$ cat config.mk
export PLATFORM = sky130hd
export DESIGN_NAME = isolated_pixel_smoothing_filter_flat
export DESIGN_NICKNAME = d
export VERILOG_FILES = /design/src/rtl/isps_pkg.sv /design/src/rtl/isps_if.sv /design/src/rtl/isps_ram.sv /design/src/rtl/isolated_pixel_smoothing_filter.sv /design/src/flat_wrapper.sv
export SDC_FILE = /design/constraint.sdc
export NUM_CORES = 1
export LEC_CHECK = 0
export BUFFER_PORTS_ARGS = -buffer_cell sky130_fd_sc_hd__clkbuf_2
export CAP_MARGIN = 5
export CORE_UTILIZATION = 45
export DETAILED_ROUTE_END_ITERATION = 10
export GPL_ROUTABILITY_DRIVEN = 0
export PLACE_DENSITY = 0.63
export SLEW_MARGIN = 20
export SYNTH_ARGS = -nofsm -noshare
export SYNTH_HDL_FRONTEND = slang
export SYNTH_SLANG_ARGS = --single-unit
$ cat constraint.sdc
create_clock -name clock -period 11.4 [get_ports clock]
set_clock_uncertainty 0.2 [all_clocks]
set_input_delay 0.57 -clock clock [delete_from_list [all_inputs] [get_ports clock]]
set_output_delay 0.57 -clock clock [all_outputs]
set_load 0.01 [all_outputs]
$ cat src/rtl/isps_pkg.sv
// Shared types and constants of the isolated pixel smoothing filter.
// No dependencies; compile first.
package isps_pkg;

   // Configuration register port
   localparam int CSR_INDEX_W = 2;
   localparam int CSR_DATA_W  = 10;

   localparam logic [CSR_INDEX_W-1:0] CSR_IMAGE_WIDTH       = 2'd0;
   localparam logic [CSR_INDEX_W-1:0] CSR_IMAGE_HEIGHT      = 2'd1;
   localparam logic [CSR_INDEX_W-1:0] CSR_OUTLIER_THRESHOLD = 2'd2;

   // Register widths and reset values
   localparam int WIDTH_REG_W  = 6;
   localparam int HEIGHT_REG_W = 10;
   localparam int THRESH_W     = 8;

   localparam logic [WIDTH_REG_W-1:0]  WIDTH_RESET  = 6'd32;
   localparam logic [HEIGHT_REG_W-1:0] HEIGHT_RESET = 10'd20;
   localparam logic [THRESH_W-1:0]     THRESH_RESET = 8'd1;

   // Smallest frame dimension in use
   localparam logic [WIDTH_REG_W-1:0]  MIN_WIDTH  = 6'd2;
   localparam logic [HEIGHT_REG_W-1:0] MIN_HEIGHT = 10'd2;

   // Neighbour count codes
   localparam int CNT_W = 3;
   localparam logic [CNT_W-1:0] CNT_TWO   = 3'd2;
   localparam logic [CNT_W-1:0] CNT_THREE = 3'd3;

   // Which of the four neighbours exist for one pixel
   typedef struct packed {
      logic up;
      logic left;
      logic right;
      logic down;
   } nb_mask_type;

endpackage

$ cat src/rtl/isps_if.sv
// Valid/ready stream channels of the isolated pixel smoothing filter.
// No dependencies; compile after isps_pkg.
interface isps_req_if #(
   parameter int PIXEL_BITS = 8
);
   logic                  valid;
   logic                  ready;
   logic [PIXEL_BITS-1:0] pixel_in;

   modport source (output valid, output pixel_in, input ready);
   modport sink   (input valid, input pixel_in, output ready);
endinterface

interface isps_rsp_if #(
   parameter int PIXEL_BITS = 8
);
   logic                  valid;
   logic                  ready;
   logic [PIXEL_BITS-1:0] pixel_out;
   logic                  replaced;
   logic                  frame_last;

   modport source (output valid, output pixel_out, output replaced, output frame_last,
                   input ready);
   modport sink   (input valid, input pixel_out, input replaced, input frame_last,
                   output ready);
endinterface

$ cat src/rtl/isps_ram.sv
// Generic single-write, single-read RAM with registered read data.
// No dependencies.
module isps_ram #(
   parameter int DATA_W = 8,
   parameter int DEPTH  = 32
) (
   input  logic                     clock,
   input  logic                     wr_en,
   input  logic [$clog2(DEPTH)-1:0] wr_addr,
   input  logic [DATA_W-1:0]        wr_data,
   input  logic                     rd_en,
   input  logic [$clog2(DEPTH)-1:0] rd_addr,
   output logic [DATA_W-1:0]        rd_data
);

   logic [DATA_W-1:0] mem_ff [DEPTH];
   logic [DATA_W-1:0] rd_data_ff;

   // Write port
   always_ff @(posedge clock) begin
      if (wr_en) begin
         mem_ff[wr_addr] <= wr_data;
      end
   end

   // Registered read, held while not enabled
   always_ff @(posedge clock) begin
      if (rd_en) begin
         rd_data_ff <= mem_ff[rd_addr];
      end
   end

   assign rd_data = rd_data_ff;

endmodule

$ cat src/rtl/isolated_pixel_smoothing_filter.sv
// Top level of the isolated pixel smoothing filter.
// Uses isps_pkg, the channels in isps_if and three isps_ram line stores.
//
// Pixels enter in raster order, one per clock unless held off, and leave
// filtered one row later: while row r streams in, the beat for column c
// releases the result for row r-1, column c, and the last beat of a frame
// releases the whole final row. A pixel that differs by more than
// outlier_threshold from every neighbour that exists (up, down, left, right)
// is replaced by their mean, rounded half up. The sustained rate is one pixel
// per clock while the result side does not stall; after the last pixel of a
// frame the input is held off while the final row is read back from the line
// stores over their read ports, one column per cycle while the result side
// does not stall. A pixel passes five register stages (line store read,
// compare and sum, divide multiply, mean select, output register). Every line
// store entry is written within a frame before a value read from it is used,
// so the stores need no clearing after reset. Write configuration only while
// the block is idle; changing image_width or image_height restarts the frame.
module isolated_pixel_smoothing_filter #(
   parameter int MAX_WIDTH  = 32,
   parameter int PIXEL_BITS = 8
) (
   input  logic                               clock,
   input  logic                               reset,
   isps_req_if.sink                           req_chan,
   isps_rsp_if.source                         rsp_chan,
   input  logic                               csr_wr_en,
   input  logic [isps_pkg::CSR_INDEX_W-1:0]   csr_wr_index,
   input  logic [isps_pkg::CSR_DATA_W-1:0]    csr_wr_data
);

   localparam int AW     = $clog2(MAX_WIDTH);
   localparam int CW     = isps_pkg::WIDTH_REG_W + 1;
   localparam int SUM_W  = PIXEL_BITS + 2;
   localparam int SUMX_W = SUM_W + 1;
   localparam int NUM_W  = PIXEL_BITS + 3;
   localparam int RCP_W  = NUM_W + 1;
   localparam int PROD_W = NUM_W + RCP_W;
   localparam int CMP_W  = (PIXEL_BITS > isps_pkg::THRESH_W) ? PIXEL_BITS
                                                             : isps_pkg::THRESH_W;
   // floor(n / 3) = (n * RECIP3) >> RCP_W for every n below 2**NUM_W
   localparam logic [RCP_W-1:0] RECIP3 =
      RCP_W'(((64'd1 << RCP_W) + 64'd2) / 64'd3);
   localparam logic [isps_pkg::WIDTH_REG_W-1:0] W_MAX =
      isps_pkg::WIDTH_REG_W'(MAX_WIDTH);

   function automatic logic [PIXEL_BITS-1:0] abs_diff(input logic [PIXEL_BITS-1:0] a,
                                                      input logic [PIXEL_BITS-1:0] b);
      return (a > b) ? (a - b) : (b - a);
   endfunction

   // ---------------------------------------------------------------- registers
   logic [isps_pkg::WIDTH_REG_W-1:0]  width_reg_ff;
   logic [isps_pkg::HEIGHT_REG_W-1:0] height_reg_ff;
   logic [isps_pkg::THRESH_W-1:0]     thresh_ff;

   logic [isps_pkg::WIDTH_REG_W-1:0]  w_eff;
   logic [isps_pkg::HEIGHT_REG_W-1:0] h_eff;

   logic [AW-1:0]                     col_ff, col_in;
   logic [isps_pkg::HEIGHT_REG_W-1:0] row_ff, row_in;
   logic                              flush_on_ff, flush_on_in;
   logic [AW-1:0]                     flush_x_ff, flush_x_in;

   // Stage 0: line store read
   logic                        s0_valid_ff;
   logic                        s0_emit_ff;
   logic                        s0_write_ff;
   logic [AW-1:0]               s0_col_ff;
   logic [PIXEL_BITS-1:0]       s0_pix_ff;
   isps_pkg::nb_mask_type       s0_mask_ff;
   logic                        s0_last_ff;
   logic                        s0_right_byp_ff;
   logic [PIXEL_BITS-1:0]       s0_right_pix_ff;
   logic [PIXEL_BITS-1:0]       left_ff;

   // Stage 1: compare and sum
   logic                        s1_valid_ff;
   logic [PIXEL_BITS-1:0]       s1_centre_ff, s1_up_ff, s1_left_ff, s1_right_ff, s1_down_ff;
   isps_pkg::nb_mask_type       s1_mask_ff;
   logic                        s1_last_ff;

   // Stage 2: divide multiply
   logic                        s2_valid_ff;
   logic [PIXEL_BITS-1:0]       s2_centre_ff;
   logic                        s2_outlier_ff;
   logic [SUM_W-1:0]            s2_sum_ff;
   logic [isps_pkg::CNT_W-1:0]  s2_cnt_ff;
   logic                        s2_last_ff;

   // Stage 3: mean select
   logic                        s3_valid_ff;
   logic [PROD_W-1:0]           s3_prod_ff;
   logic [PIXEL_BITS-1:0]       s3_mean2_ff, s3_mean4_ff, s3_centre_ff;
   logic [isps_pkg::CNT_W-1:0]  s3_cnt_ff;
   logic                        s3_outlier_ff;
   logic                        s3_last_ff;

   // Output register
   logic                        out_valid_ff;
   logic [PIXEL_BITS-1:0]       out_pix_ff;
   logic                        out_rep_ff;
   logic                        out_last_ff;

   // ------------------------------------------------------------ flow control
   logic out_ready, s3_ready, s2_ready, s1_ready;
   logic s0_adv, s0_load_ok, s0_load;
   logic in_acc, flush_issue;

   assign out_ready  = !out_valid_ff || rsp_chan.ready;
   assign s3_ready   = !s3_valid_ff || out_ready;
   assign s2_ready   = !s2_valid_ff || s3_ready;
   assign s1_ready   = !s1_valid_ff || s2_ready;
   assign s0_adv     = s0_valid_ff && (!s0_emit_ff || s1_ready);
   assign s0_load_ok = !s0_valid_ff || s0_adv;

   assign req_chan.ready = !flush_on_ff && s0_load_ok;
   assign in_acc         = req_chan.valid && req_chan.ready;
   // First flush column waits until the last pixel has been written back
   assign flush_issue    = flush_on_ff &&
                           ((flush_x_ff == '0) ? !s0_valid_ff : s0_load_ok);
   assign s0_load        = in_acc || flush_issue;

   // ----------------------------------------------------------- configuration
   always_ff @(posedge clock) begin
      if (reset) begin
         width_reg_ff  <= isps_pkg::WIDTH_RESET;
         height_reg_ff <= isps_pkg::HEIGHT_RESET;
         thresh_ff     <= isps_pkg::THRESH_RESET;
      end else if (csr_wr_en) begin
         case (csr_wr_index)
            isps_pkg::CSR_IMAGE_WIDTH: begin
               width_reg_ff <= csr_wr_data[isps_pkg::WIDTH_REG_W-1:0];
            end
            isps_pkg::CSR_IMAGE_HEIGHT: begin
               height_reg_ff <= csr_wr_data[isps_pkg::HEIGHT_REG_W-1:0];
            end
            isps_pkg::CSR_OUTLIER_THRESHOLD: begin
               thresh_ff <= csr_wr_data[isps_pkg::THRESH_W-1:0];
            end
            default: begin
            end
         endcase
      end
   end

   // Clamp the frame size to the usable range
   always_comb begin
      if (width_reg_ff < isps_pkg::MIN_WIDTH) begin
         w_eff = isps_pkg::MIN_WIDTH;
      end else if (width_reg_ff > W_MAX) begin
         w_eff = W_MAX;
      end else begin
         w_eff = width_reg_ff;
      end
      h_eff = (height_reg_ff < isps_pkg::MIN_HEIGHT) ? isps_pkg::MIN_HEIGHT
                                                     : height_reg_ff;
   end

   // ------------------------------------------------------- source selection
   logic [AW-1:0] src_col;
   logic [CW-1:0] src_col_plus;
   logic          src_has_right;
   logic [AW-1:0] rd_addr_right;
   logic          last_row;
   isps_pkg::nb_mask_type src_mask;

   always_comb begin
      src_col       = flush_on_ff ? flush_x_ff : col_ff;
      src_col_plus  = CW'(src_col) + CW'(1);
      src_has_right = src_col_plus < CW'(w_eff);
      rd_addr_right = src_has_right ? src_col_plus[AW-1:0] : src_col;
      last_row      = row_ff >= (h_eff - isps_pkg::HEIGHT_REG_W'(1));
      src_mask.up    = flush_on_ff || (row_ff > isps_pkg::HEIGHT_REG_W'(1));
      src_mask.left  = src_col != '0;
      src_mask.right = src_has_right;
      src_mask.down  = !flush_on_ff;
   end

   // ------------------------------------------------ frame position and flush
   always_comb begin
      col_in      = col_ff;
      row_in      = row_ff;
      flush_on_in = flush_on_ff;
      flush_x_in  = flush_x_ff;
      if (csr_wr_en && (csr_wr_index == isps_pkg::CSR_IMAGE_WIDTH ||
                        csr_wr_index == isps_pkg::CSR_IMAGE_HEIGHT)) begin
         col_in = '0;
         row_in = '0;
      end else if (in_acc) begin
         if (!src_has_right && last_row) begin
            col_in      = '0;
            row_in      = '0;
            flush_on_in = 1'b1;
            flush_x_in  = '0;
         end else if (!src_has_right) begin
            col_in = '0;
            row_in = row_ff + isps_pkg::HEIGHT_REG_W'(1);
         end else begin
            col_in = src_col_plus[AW-1:0];
         end
      end else if (flush_issue) begin
         if (!src_has_right) begin
            flush_on_in = 1'b0;
            flush_x_in  = '0;
         end else begin
            flush_x_in = src_col_plus[AW-1:0];
         end
      end
   end

   always_ff @(posedge clock) begin
      if (reset) begin
         col_ff      <= '0;
         row_ff      <= '0;
         flush_on_ff <= 1'b0;
         flush_x_ff  <= '0;
      end else begin
         col_ff      <= col_in;
         row_ff      <= row_in;
         flush_on_ff <= flush_on_in;
         flush_x_ff  <= flush_x_in;
      end
   end

   // -------------------------------------------------------------- line stores
   // Newer row is kept twice so that column c and column c+1 read together
   logic [PIXEL_BITS-1:0] cur_rd, right_rd, up_rd;
   logic                  store_wr;

   assign store_wr = s0_adv && s0_write_ff;

   isps_ram #(.DATA_W(PIXEL_BITS), .DEPTH(MAX_WIDTH)) u_cur_row (
      .clock   (clock),
      .wr_en   (store_wr),
      .wr_addr (s0_col_ff),
      .wr_data (s0_pix_ff),
      .rd_en   (s0_load),
      .rd_addr (src_col),
      .rd_data (cur_rd)
   );

   isps_ram #(.DATA_W(PIXEL_BITS), .DEPTH(MAX_WIDTH)) u_cur_row_right (
      .clock   (clock),
      .wr_en   (store_wr),
      .wr_addr (s0_col_ff),
      .wr_data (s0_pix_ff),
      .rd_en   (s0_load),
      .rd_addr (rd_addr_right),
      .rd_data (right_rd)
   );

   isps_ram #(.DATA_W(PIXEL_BITS), .DEPTH(MAX_WIDTH)) u_prev_row (
      .clock   (clock),
      .wr_en   (store_wr),
      .wr_addr (s0_col_ff),
      .wr_data (cur_rd),
      .rd_en   (s0_load),
      .rd_addr (src_col),
      .rd_data (up_rd)
   );

   // ------------------------------------------------------------------ stage 0
   always_ff @(posedge clock) begin
      if (reset) begin
         s0_valid_ff <= 1'b0;
      end else if (s0_load_ok) begin
         s0_valid_ff <= s0_load;
      end
   end

   always_ff @(posedge clock) begin
      if (s0_load) begin
         s0_emit_ff  <= flush_on_ff || (row_ff != '0);
         s0_write_ff <= !flush_on_ff;
         s0_col_ff   <= src_col;
         s0_pix_ff   <= req_chan.pixel_in;
         s0_mask_ff  <= src_mask;
         s0_last_ff  <= flush_on_ff && !src_has_right;
         // Right neighbour written back in the same cycle it is read
         // (two-column frames): take it from the beat being written
         s0_right_byp_ff <= store_wr && (s0_col_ff == rd_addr_right);
         s0_right_pix_ff <= s0_pix_ff;
      end
   end

   // Hold the centre of the previous column as the next left neighbour
   always_ff @(posedge clock) begin
      if (s0_adv) begin
         left_ff <= cur_rd;
      end
   end

   // ------------------------------------------------------------------ stage 1
   logic s1_in_valid;
   assign s1_in_valid = s0_adv && s0_emit_ff;

   always_ff @(posedge clock) begin
      if (reset) begin
         s1_valid_ff <= 1'b0;
      end else if (s1_ready) begin
         s1_valid_ff <= s1_in_valid;
      end
   end

   always_ff @(posedge clock) begin
      if (s1_ready && s1_in_valid) begin
         s1_centre_ff <= cur_rd;
         s1_up_ff     <= up_rd;
         s1_left_ff   <= left_ff;
         s1_right_ff  <= s0_right_byp_ff ? s0_right_pix_ff : right_rd;
         s1_down_ff   <= s0_pix_ff;
         s1_mask_ff   <= s0_mask_ff;
         s1_last_ff   <= s0_last_ff;
      end
   end

   // Compare each existing neighbour and sum them
   logic                       close_up, close_left, close_right, close_down;
   logic                       s1_outlier;
   logic [SUM_W-1:0]           s1_sum;
   logic [isps_pkg::CNT_W-1:0] s1_cnt;

   always_comb begin
      close_up    = s1_mask_ff.up &&
                    (CMP_W'(abs_diff(s1_centre_ff, s1_up_ff)) <= CMP_W'(thresh_ff));
      close_left  = s1_mask_ff.left &&
                    (CMP_W'(abs_diff(s1_centre_ff, s1_left_ff)) <= CMP_W'(thresh_ff));
      close_right = s1_mask_ff.right &&
                    (CMP_W'(abs_diff(s1_centre_ff, s1_right_ff)) <= CMP_W'(thresh_ff));
      close_down  = s1_mask_ff.down &&
                    (CMP_W'(abs_diff(s1_centre_ff, s1_down_ff)) <= CMP_W'(thresh_ff));
      s1_outlier  = !(close_up || close_left || close_right || close_down);
      s1_sum = (s1_mask_ff.up    ? SUM_W'(s1_up_ff)    : '0) +
               (s1_mask_ff.left  ? SUM_W'(s1_left_ff)  : '0) +
               (s1_mask_ff.right ? SUM_W'(s1_right_ff) : '0) +
               (s1_mask_ff.down  ? SUM_W'(s1_down_ff)  : '0);
      s1_cnt = isps_pkg::CNT_W'(s1_mask_ff.up)    + isps_pkg::CNT_W'(s1_mask_ff.left) +
               isps_pkg::CNT_W'(s1_mask_ff.right) + isps_pkg::CNT_W'(s1_mask_ff.down);
   end

   // ------------------------------------------------------------------ stage 2
   always_ff @(posedge clock) begin
      if (reset) begin
         s2_valid_ff <= 1'b0;
      end else if (s2_ready) begin
         s2_valid_ff <= s1_valid_ff;
      end
   end

   always_ff @(posedge clock) begin
      if (s2_ready && s1_valid_ff) begin
         s2_centre_ff  <= s1_centre_ff;
         s2_outlier_ff <= s1_outlier;
         s2_sum_ff     <= s1_sum;
         s2_cnt_ff     <= s1_cnt;
         s2_last_ff    <= s1_last_ff;
      end
   end

   // Means for two and four neighbours by shift, three by reciprocal multiply
   logic [NUM_W-1:0]      s2_num3;
   logic [PROD_W-1:0]     s2_prod;
   logic [SUMX_W-1:0]     s2_half_t, s2_quarter_t;

   always_comb begin
      s2_num3      = {s2_sum_ff, 1'b0} + NUM_W'(3);
      s2_prod      = PROD_W'(s2_num3) * PROD_W'(RECIP3);
      s2_half_t    = SUMX_W'(s2_sum_ff) + SUMX_W'(1);
      s2_quarter_t = SUMX_W'(s2_sum_ff) + SUMX_W'(2);
   end

   // ------------------------------------------------------------------ stage 3
   always_ff @(posedge clock) begin
      if (reset) begin
         s3_valid_ff <= 1'b0;
      end else if (s3_ready) begin
         s3_valid_ff <= s2_valid_ff;
      end
   end

   always_ff @(posedge clock) begin
      if (s3_ready && s2_valid_ff) begin
         s3_prod_ff    <= s2_prod;
         s3_mean2_ff   <= s2_half_t[PIXEL_BITS:1];
         s3_mean4_ff   <= s2_quarter_t[PIXEL_BITS+1:2];
         s3_cnt_ff     <= s2_cnt_ff;
         s3_centre_ff  <= s2_centre_ff;
         s3_outlier_ff <= s2_outlier_ff;
         s3_last_ff    <= s2_last_ff;
      end
   end

   // Pick the mean for the neighbour count, keep the centre if not an outlier
   logic [PIXEL_BITS-1:0] s3_mean;
   logic [PIXEL_BITS-1:0] s3_value;

   always_comb begin
      case (s3_cnt_ff)
         isps_pkg::CNT_TWO:   s3_mean = s3_mean2_ff;
         isps_pkg::CNT_THREE: s3_mean = s3_prod_ff[RCP_W+1 +: PIXEL_BITS];
         default:             s3_mean = s3_mean4_ff;
      endcase
      s3_value = s3_outlier_ff ? s3_mean : s3_centre_ff;
   end

   // ----------------------------------------------------------- output stage
   always_ff @(posedge clock) begin
      if (reset) begin
         out_valid_ff <= 1'b0;
      end else if (out_ready) begin
         out_valid_ff <= s3_valid_ff;
      end
   end

   always_ff @(posedge clock) begin
      if (out_ready && s3_valid_ff) begin
         out_pix_ff  <= s3_value;
         out_rep_ff  <= s3_outlier_ff;
         out_last_ff <= s3_last_ff;
      end
   end

   assign rsp_chan.valid      = out_valid_ff;
   assign rsp_chan.pixel_out  = out_pix_ff;
   assign rsp_chan.replaced   = out_rep_ff;
   assign rsp_chan.frame_last = out_last_ff;

endmodule
$ cat src/flat_wrapper.sv
// flat-port wrapper written by rule: the top's interface ports become plain ports
module isolated_pixel_smoothing_filter_flat 
#(
   parameter int MAX_WIDTH  = 32,
   parameter int PIXEL_BITS = 8
)
  (clock, reset, csr_wr_en, csr_wr_index, csr_wr_data, req_chan_valid, req_chan_pixel_in, req_chan_ready, rsp_chan_valid, rsp_chan_pixel_out, rsp_chan_replaced, rsp_chan_frame_last, rsp_chan_ready);
  isps_req_if #(.PIXEL_BITS(PIXEL_BITS)) req_chan_i ();
  isps_rsp_if #(.PIXEL_BITS(PIXEL_BITS)) rsp_chan_i ();
  input  logic clock;
  input  logic reset;
  input  logic csr_wr_en;
  input  logic [isps_pkg::CSR_INDEX_W-1:0] csr_wr_index;
  input  logic [isps_pkg::CSR_DATA_W-1:0] csr_wr_data;
  input wire logic [$bits(req_chan_i.valid)-1:0] req_chan_valid;
  input wire logic [$bits(req_chan_i.pixel_in)-1:0] req_chan_pixel_in;
  output wire logic [$bits(req_chan_i.ready)-1:0] req_chan_ready;
  output wire logic [$bits(rsp_chan_i.valid)-1:0] rsp_chan_valid;
  output wire logic [$bits(rsp_chan_i.pixel_out)-1:0] rsp_chan_pixel_out;
  output wire logic [$bits(rsp_chan_i.replaced)-1:0] rsp_chan_replaced;
  output wire logic [$bits(rsp_chan_i.frame_last)-1:0] rsp_chan_frame_last;
  input wire logic [$bits(rsp_chan_i.ready)-1:0] rsp_chan_ready;
  assign req_chan_i.valid = req_chan_valid;
  assign req_chan_i.pixel_in = req_chan_pixel_in;
  assign req_chan_ready = req_chan_i.ready;
  assign rsp_chan_valid = rsp_chan_i.valid;
  assign rsp_chan_pixel_out = rsp_chan_i.pixel_out;
  assign rsp_chan_replaced = rsp_chan_i.replaced;
  assign rsp_chan_frame_last = rsp_chan_i.frame_last;
  assign rsp_chan_i.ready = rsp_chan_ready;
  isolated_pixel_smoothing_filter #(.MAX_WIDTH(MAX_WIDTH), .PIXEL_BITS(PIXEL_BITS)) u_core (.clock(clock), .reset(reset), .req_chan(req_chan_i), .rsp_chan(rsp_chan_i), .csr_wr_en(csr_wr_en), .csr_wr_index(csr_wr_index), .csr_wr_data(csr_wr_data));
endmodule
# --- Yosys cells after proc, flatten, opt, wreduce, memory -nomap -nowiden ---
# Memories as Yosys holds them, arrays and structs flattened. A register that Yosys moved wholly into a read port is not among the register bits.
# Index checks and enable logic that the tools add are counted.
classes:
  addsub: 20
  n_mul: 1
  div_mod_pow: 0
  n_lt_le_gt_ge: 14
  n_eq_ne: 8
  shift: 0
  n_mux: 30
  bitwise_logic: 1
  reduce_logical: 52
op_table:
  columns: ["op", "count"]
  rows:
  - ["2-to-1 mux 8 bit", 10]
  - ["subtractor 8 bit", 8]
  - ["2-to-1 mux 5 bit", 7]
  - ["greater-than comparator 8 bit", 4]
  - ["<= comparator 8 bit", 4]
  - ["adder 10 bit", 3]
  - ["2-to-1 mux 10 bit", 3]
  - ["multiplier 11 x 10 -> 20 bit (second input constant)", 1]
  - ["logical AND 1 bit", 18]
  - ["one-hot mux 8 bit (2 select lines)", 1]
  - ["logical OR 1 bit", 13]
  - ["2-to-1 mux 6 bit", 2]
  - ["adder 11 x 2 -> 11 bit (second input constant)", 1]
  - ["adder 10 x 1 -> 10 bit (second input constant)", 1]
  - ["adder 10 x 2 -> 10 bit (second input constant)", 1]
  - ["greater-or-equal comparator 10 bit", 1]
  - ["greater-than comparator 10 x 1 -> 1 bit (second input constant)", 1]
  - ["less-than comparator 10 x 2 -> 1 bit (second input constant)", 1]
  - ["nonzero test 10 bit", 1]
  - ["subtractor 10 x 1 -> 10 bit (second input constant)", 1]
  - ["adder 9 x 1 -> 9 bit (second input constant)", 1]
  - ["logical NOT 1 bit", 9]
  - ["AND reduction 2 bit", 4]
  - ["less-than comparator 7 x 6 -> 1 bit", 1]
  - ["other kinds (20)", 29]
word_totals:
  register_bits: 213
  latchBits: 0
  mem_bits_rw: 768
  romBits: 0
  output_inout_bits: 12
  word_cells: 177
  n_memories: 3
mem_list:
  columns: ["memory", "words", "word_bits", "read_ports", "rd_ports_with_merged_regs", "wr", "line_no", "rtl"]
  rows:
  - ["u_core.u_cur_row.mem_ff", 32, 8, 1, 1, 1, "isps_ram.sv:16", "logic [DATA_W-1:0] mem_ff [DEPTH];"]
  - ["u_core.u_cur_row_right.mem_ff", 32, 8, 1, 1, 1, "isps_ram.sv:16", null]
  - ["u_core.u_prev_row.mem_ff", 32, 8, 1, 1, 1, "isps_ram.sv:16", null]

# --- Logic depth before layout (Yosys ltp) ---
logic_depth:
  ltp_word: 12
  depth_mapped: 26

# --- Modules after synthesis ---
# Synthesis repeated with hierarchy kept, for this count alone.
hier_totals:
  cells_unflattened: 2516
  area_unflattened_um2: 44179.9
by_module_without_submodules:
  columns: ["mod", "instances", "cells_per_inst", "area_each_um2", "seq_area_each_um2"]
  rows:
  - ["isps_ram", 3, 417, 10133.5, 7927.6]
  - ["isolated_pixel_smoothing_filter", 1, 1265, 13779.5, 5535.3]

# --- Worst setup path before layout ---
# No wires, ideal clock.
synth_timing:
  kind: "register to register"
  start: "reg u_core.flush_on_ff"
  end: "reg u_core.u_cur_row_right.rd_data_ff[6] (netlist: u_core.u_cur_row_right.rd_data[6]), read port of u_core.u_cur_row_right.mem_ff, data pin"
  setup_time_ns: 0.265
  arrival_ns: 5.272
  required_ns: 10.935
  setup_slack_ns: 5.663
  path_stages_with_launch: 23
  n_path_buf: 7
  period_less_slack_ns: 5.737
  cell_sequence: "dfxtp_1 > buf_6 > mux2i_1 > inv_2 > buf_1 > clkbuf_1 > clkbuf_1 > ha_1 > nand3_1 > xnor2_1 > ha_1 > a21o_1 > a21o_1 > nor2_1 > clkbuf_1 > buf_1 > ha_1 > clkbuf_1 > inv_2 > mux4_2 > nor2_1 > nor3_1 > or3_1"
synth_between:
  elab_chain_len: 4
synth_rtl:
  columns: ["element", "line_no", "rtl"]
  rows:
  - ["start: declaration", "isolated_pixel_smoothing_filter.sv:61", "logic flush_on_ff, flush_on_in;"]
  - ["start signal: assignment", "isolated_pixel_smoothing_filter.sv:220", "flush_on_ff <= flush_on_in;"]
  - ["2-to-1 mux 5 bit", "isolated_pixel_smoothing_filter.sv:168", "src_col = flush_on_ff ? flush_x_ff : col_ff;"]
  - ["via u_core.src_col[1]", "isolated_pixel_smoothing_filter.sv:160", "logic [AW-1:0] src_col;"]
  - ["adder 5 x 1 -> 6 bit", "isolated_pixel_smoothing_filter.sv:169", "src_col_plus = CW'(src_col) + CW'(1);"]
  - ["less-than comparator 7 x 6 -> 1 bit", "isolated_pixel_smoothing_filter.sv:170", "src_has_right = src_col_plus < CW'(w_eff);"]
  - ["via u_core.src_has_right", "isolated_pixel_smoothing_filter.sv:162", "logic src_has_right;"]
  - ["2-to-1 mux 5 bit", "isolated_pixel_smoothing_filter.sv:171", "rd_addr_right = src_has_right ? src_col_plus[AW-1:0] : src_col;"]
  - ["end: declaration", "isps_ram.sv:17", "logic [DATA_W-1:0] rd_data_ff;"]
# The timed path passes the listed nets, and every way through them passes these cells.
# A chain may end at the register's enable or synchronous reset.

# --- Final worst setup path ---
layout_timing:
  start: "reg u_core.flush_on_ff"
  end: "reg u_core.u_cur_row_right.rd_data_ff[5] (netlist: u_core.u_cur_row_right.rd_data[5]), read port of u_core.u_cur_row_right.mem_ff, data pin"
layout_between:
  elab_chain_len: 4
layout_rtl:
  columns: ["element", "line_no"]
  rows:
  - ["2-to-1 mux 5 bit or logical NOT 1 bit (tied branches)", "isolated_pixel_smoothing_filter.sv:168, isolated_pixel_smoothing_filter.sv:116"]
  - ["adder 5 x 1 -> 6 bit or logical AND 1 bit (tied branches)", "isolated_pixel_smoothing_filter.sv:169, isolated_pixel_smoothing_filter.sv:116"]
  - ["less-than comparator 7 x 6 -> 1 bit or logical AND 1 bit (tied branches)", "isolated_pixel_smoothing_filter.sv:170, isolated_pixel_smoothing_filter.sv:117"]
  - ["2-to-1 mux 5 bit or logical OR 1 bit (tied branches)", "isolated_pixel_smoothing_filter.sv:171, isolated_pixel_smoothing_filter.sv:121"]
# Several ways; a longest one is shown, not always the timed one.

==> flow_summary.toml <==
[global_route]
grt_pass1_vias = 24800
grt-ovfl-total = 0
grt_pass1_wl_um = 149000
grt_max_degree = 164
track_usage = 0.236
antenna_found_initial = 0

[power_and_ir_drop]
power_density_nw_per_um2 = 148
p_leak_nw = 15.3
ir_drop_mv = 0.114

[sta]
fmax_mhz = 148
postLayoutSetupSlackWorst_ns = 4.64
slew_viol_final = 0
finalCritPeriodShare = 0.593
grt_setup_unrepaired = "false"
setup_viol = 0
hold_violations = 0
tightest_slew_ns = 1.13
fin_crit_ns = 6.76
finalSetupTns_ns = 0
relSlewSlack = 0.244

[setup_path]
crit_required_ns = 11.58
timing.critical_path.mode_cell = "ha_1"
rr_worst_depth = 17
path_class = "register to register"
r2r_start = "u_core.flush_on_ff"
crit_chain = "mux2i_4 -> inv_8 -> buf_4 -> ha_1 -> nand3_1 -> xnor2_1 -> ha_1 -> a21o_1 -> a21o_1 -> nor2_1 -> ha_1 -> buf_4 -> inv_2 -> mux4_2 -> mux2_2 -> a2bb2oi_1 -> nand3_1"
cpMaxStageDelayCell = "dfxtp_1"
rrSetupSlack_ns = 4.64
startpoint_type = "register"
arrival_ns = 6.95
worst_path_largest_cell_delay_ns = 0.79
cp-end-kind = "register"
worstPathMaxFanout = 163
r2r-end = "u_core.u_cur_row_right.rd_data[5]"

[routing]
num_vias = 25200
drt-vias-per-instance = 5.89
drt_first_pass_iters = 6
ant_nets = 0
drc = 0
drtIter0Drc = 2741
avgRoutedWirePerCell_um = 22.9
routed_wl_um = 97900

[finish]
drive_above_1_share = 0.104
nets = 3423
num_antenna_cells = 0
area_delta_synth_final_pct = 11.4

[clocking]
path_clk_slew_ns = 0.06
clkLatencyLatePin_ns = 0.65
htreeDepth = 3
cts_tree = "done"
clockBufferDepth = 3
root_buffer = "clkbuf_16"
cts_setup_buffers = 0
cts_sinks = 737
cts_buffers = 76

[floorplanning]
start_util = 0.458
die_y_um = 289
dieWidth_um = 289
coreArea_um2 = 80900
row_count = 104
die_area_um2 = 83500
io_pins = 37

[yosys]
synth_warnings = 0
synth_cells = 3130
synth-seq-cells = 737
synth_edf_count = 687
avgSynthCellArea_um2 = 11.8
syn_area_um2 = 37000
synth.distinct_cells = 79
async_reset_ff_frac = 0
synth-seq-area-share = 0.584
synth_nets = 3393
synthFlopType = "edfxtp_1"

[worst_hold_path]
worstHoldStart = "req_chan_pixel_in[1]"
hold_end = "u_core.s0_pix_ff[1]"
hold_depth = 1
hp-class = "primary input to register"

[outcome]
status = "completed"

[run]
drv_cap = 0

[placed_design]
place_ws_ns = 4.66
place_hpwl_um = 61300
port_buffers = 36
## worst max-delay path by stage
stage	from	end	slack, ns	cells after the start
2_1_floorplan	u_core.flush_on_ff	u_core.u_cur_row_right.rd_data[6]	5.66	22
3_3_place_gp	u_core.flush_on_ff	u_core.u_cur_row_right.rd_data[6]	4.78	18
3_5_place_dp	u_core.flush_on_ff	u_core.u_cur_row_right.rd_data[6]	4.66	18
4_1_cts	u_core.flush_on_ff	u_core.u_cur_row_right.rd_data[6]	4.67	18
5_1_grt	u_core.flush_on_ff	u_core.u_cur_row_right.rd_data[5]	4.23	17
6_report	u_core.flush_on_ff	u_core.u_cur_row_right.rd_data[5]	4.64	17
## cell usage after synthesis (all sizes together) (40+ instances only)
cell    instances  area [um^2]
inv           142          533
ha            189         2360
nand2         666         2500
buf            50          240
clkbuf        114          428
mux2i          71          714
o21ai          59          299
nor2          132          505
edfxtp        687        20600
and3           46          288
nand3         280         1400
a21oi          73          369
xnor2          62          551
mux4           40          901
a311oi         81          709
dfxtp          50         1000
fa             49          981
a21o           46          345
## cell type report
type,count,area [um^2]
tap,1060,1330
sequential,737,21600
fill,6791,39700
clock inverter,46,508
timing repair buffer,116,918
inverter,143,547
clock buffer,90,1960
multi-input combinational,2086,14400
## registers in the layout (all words and copies together), names as in the netlist, 10 cells and up
signal and cells:
u_core.u_cur_row_right.mem_ff 256, u_core.u_prev_row.mem_ff 256, u_core.height_reg_ff 10, u_core.row_ff 10
u_core.s2_sum_ff 10
## layout by cell type (no fill, tap or decap), drive strengths merged, types with 18 or more instances in the layout
cell / n
dfxtp: 50
inv: 144
o21ai: 59
nor2: 132
a21oi: 73
nand4: 24
mux4: 40
ha: 189
and2: 19
a31oi: 21
nor2b: 18
a21o: 46
buf: 69
xnor2: 62
xor2: 24
mux2i: 71
mux2: 31
clkinv: 34
nand3: 280
and3: 46
a311oi: 81
nand2: 666
edfxtp: 687
clkbuf: 126
fa: 49
## stage by stage
step | util | area (um^2) | power [mW] | std cells | hold WS, ns
after floorplan | - | 37000 | 3.51 | 3130 | 0.200
final | 0.510 | 41300 | 6.09 | 4278 | 0.0324
after global routing | 0.510 | 41300 | 6.29 | 4278 | 0.00570
after detailed placement | 0.477 | 38600 | 3.68 | 4125 | 0.205
after global placement | 0.476 | 38500 | 3.66 | 4123 | 0.203
after CTS | 0.508 | 41100 | 6.12 | 4270 | 0.00137
## what timing repair did
| action | CTS | global route |
|---|---|---|
| hold endpoints to repair | 9 | 2 |
| gates resized for setup | 0 | 0 |
| hold buffers | 9 | 2 |
## critical path, delay by kind of cell (launching register included)
family                   cells  cell delay, ns
XOR/XNOR                     1            0.31
AO/OA/AOI/OAI                3            0.62
multiplexers                 3            1.07
buffers and inverters        4            2.15
flip-flops                   1            0.79
adder cells (fa/ha/maj)      3            0.85
AND/OR/NAND/NOR              3            0.42
## kinds of logic after synthesis
logic type / synth area share
xor gates and xnor gates: 0.0205
AOI/OAI and AO/OA: 0.0721
and+or+nand+nor: 0.147
buffers and inverters: 0.0325
muxes: 0.0530
DFF: 0.584
adders and majority gates: 0.0903
## power by group
group / internal [mW] / leakage [nW] / switching (mW) / total (mW)
sequential: 3.01 / 6.63 / 0.0376 / 3.04
combinational: 0.231 / 7.45 / 0.359 / 0.590
clock: 1.39 / 1.19 / 1.07 / 2.46
total: 4.63 / 15.3 / 1.46 / 6.09
## metal layers
metal	GRT usage	wire [um]
met5	0	0
met4	0.0932	3640
met3	0.0408	7820
met2	0.376	45400
met1	0.320	41100
Note: power is estimated with default switching activity, not from simulation.
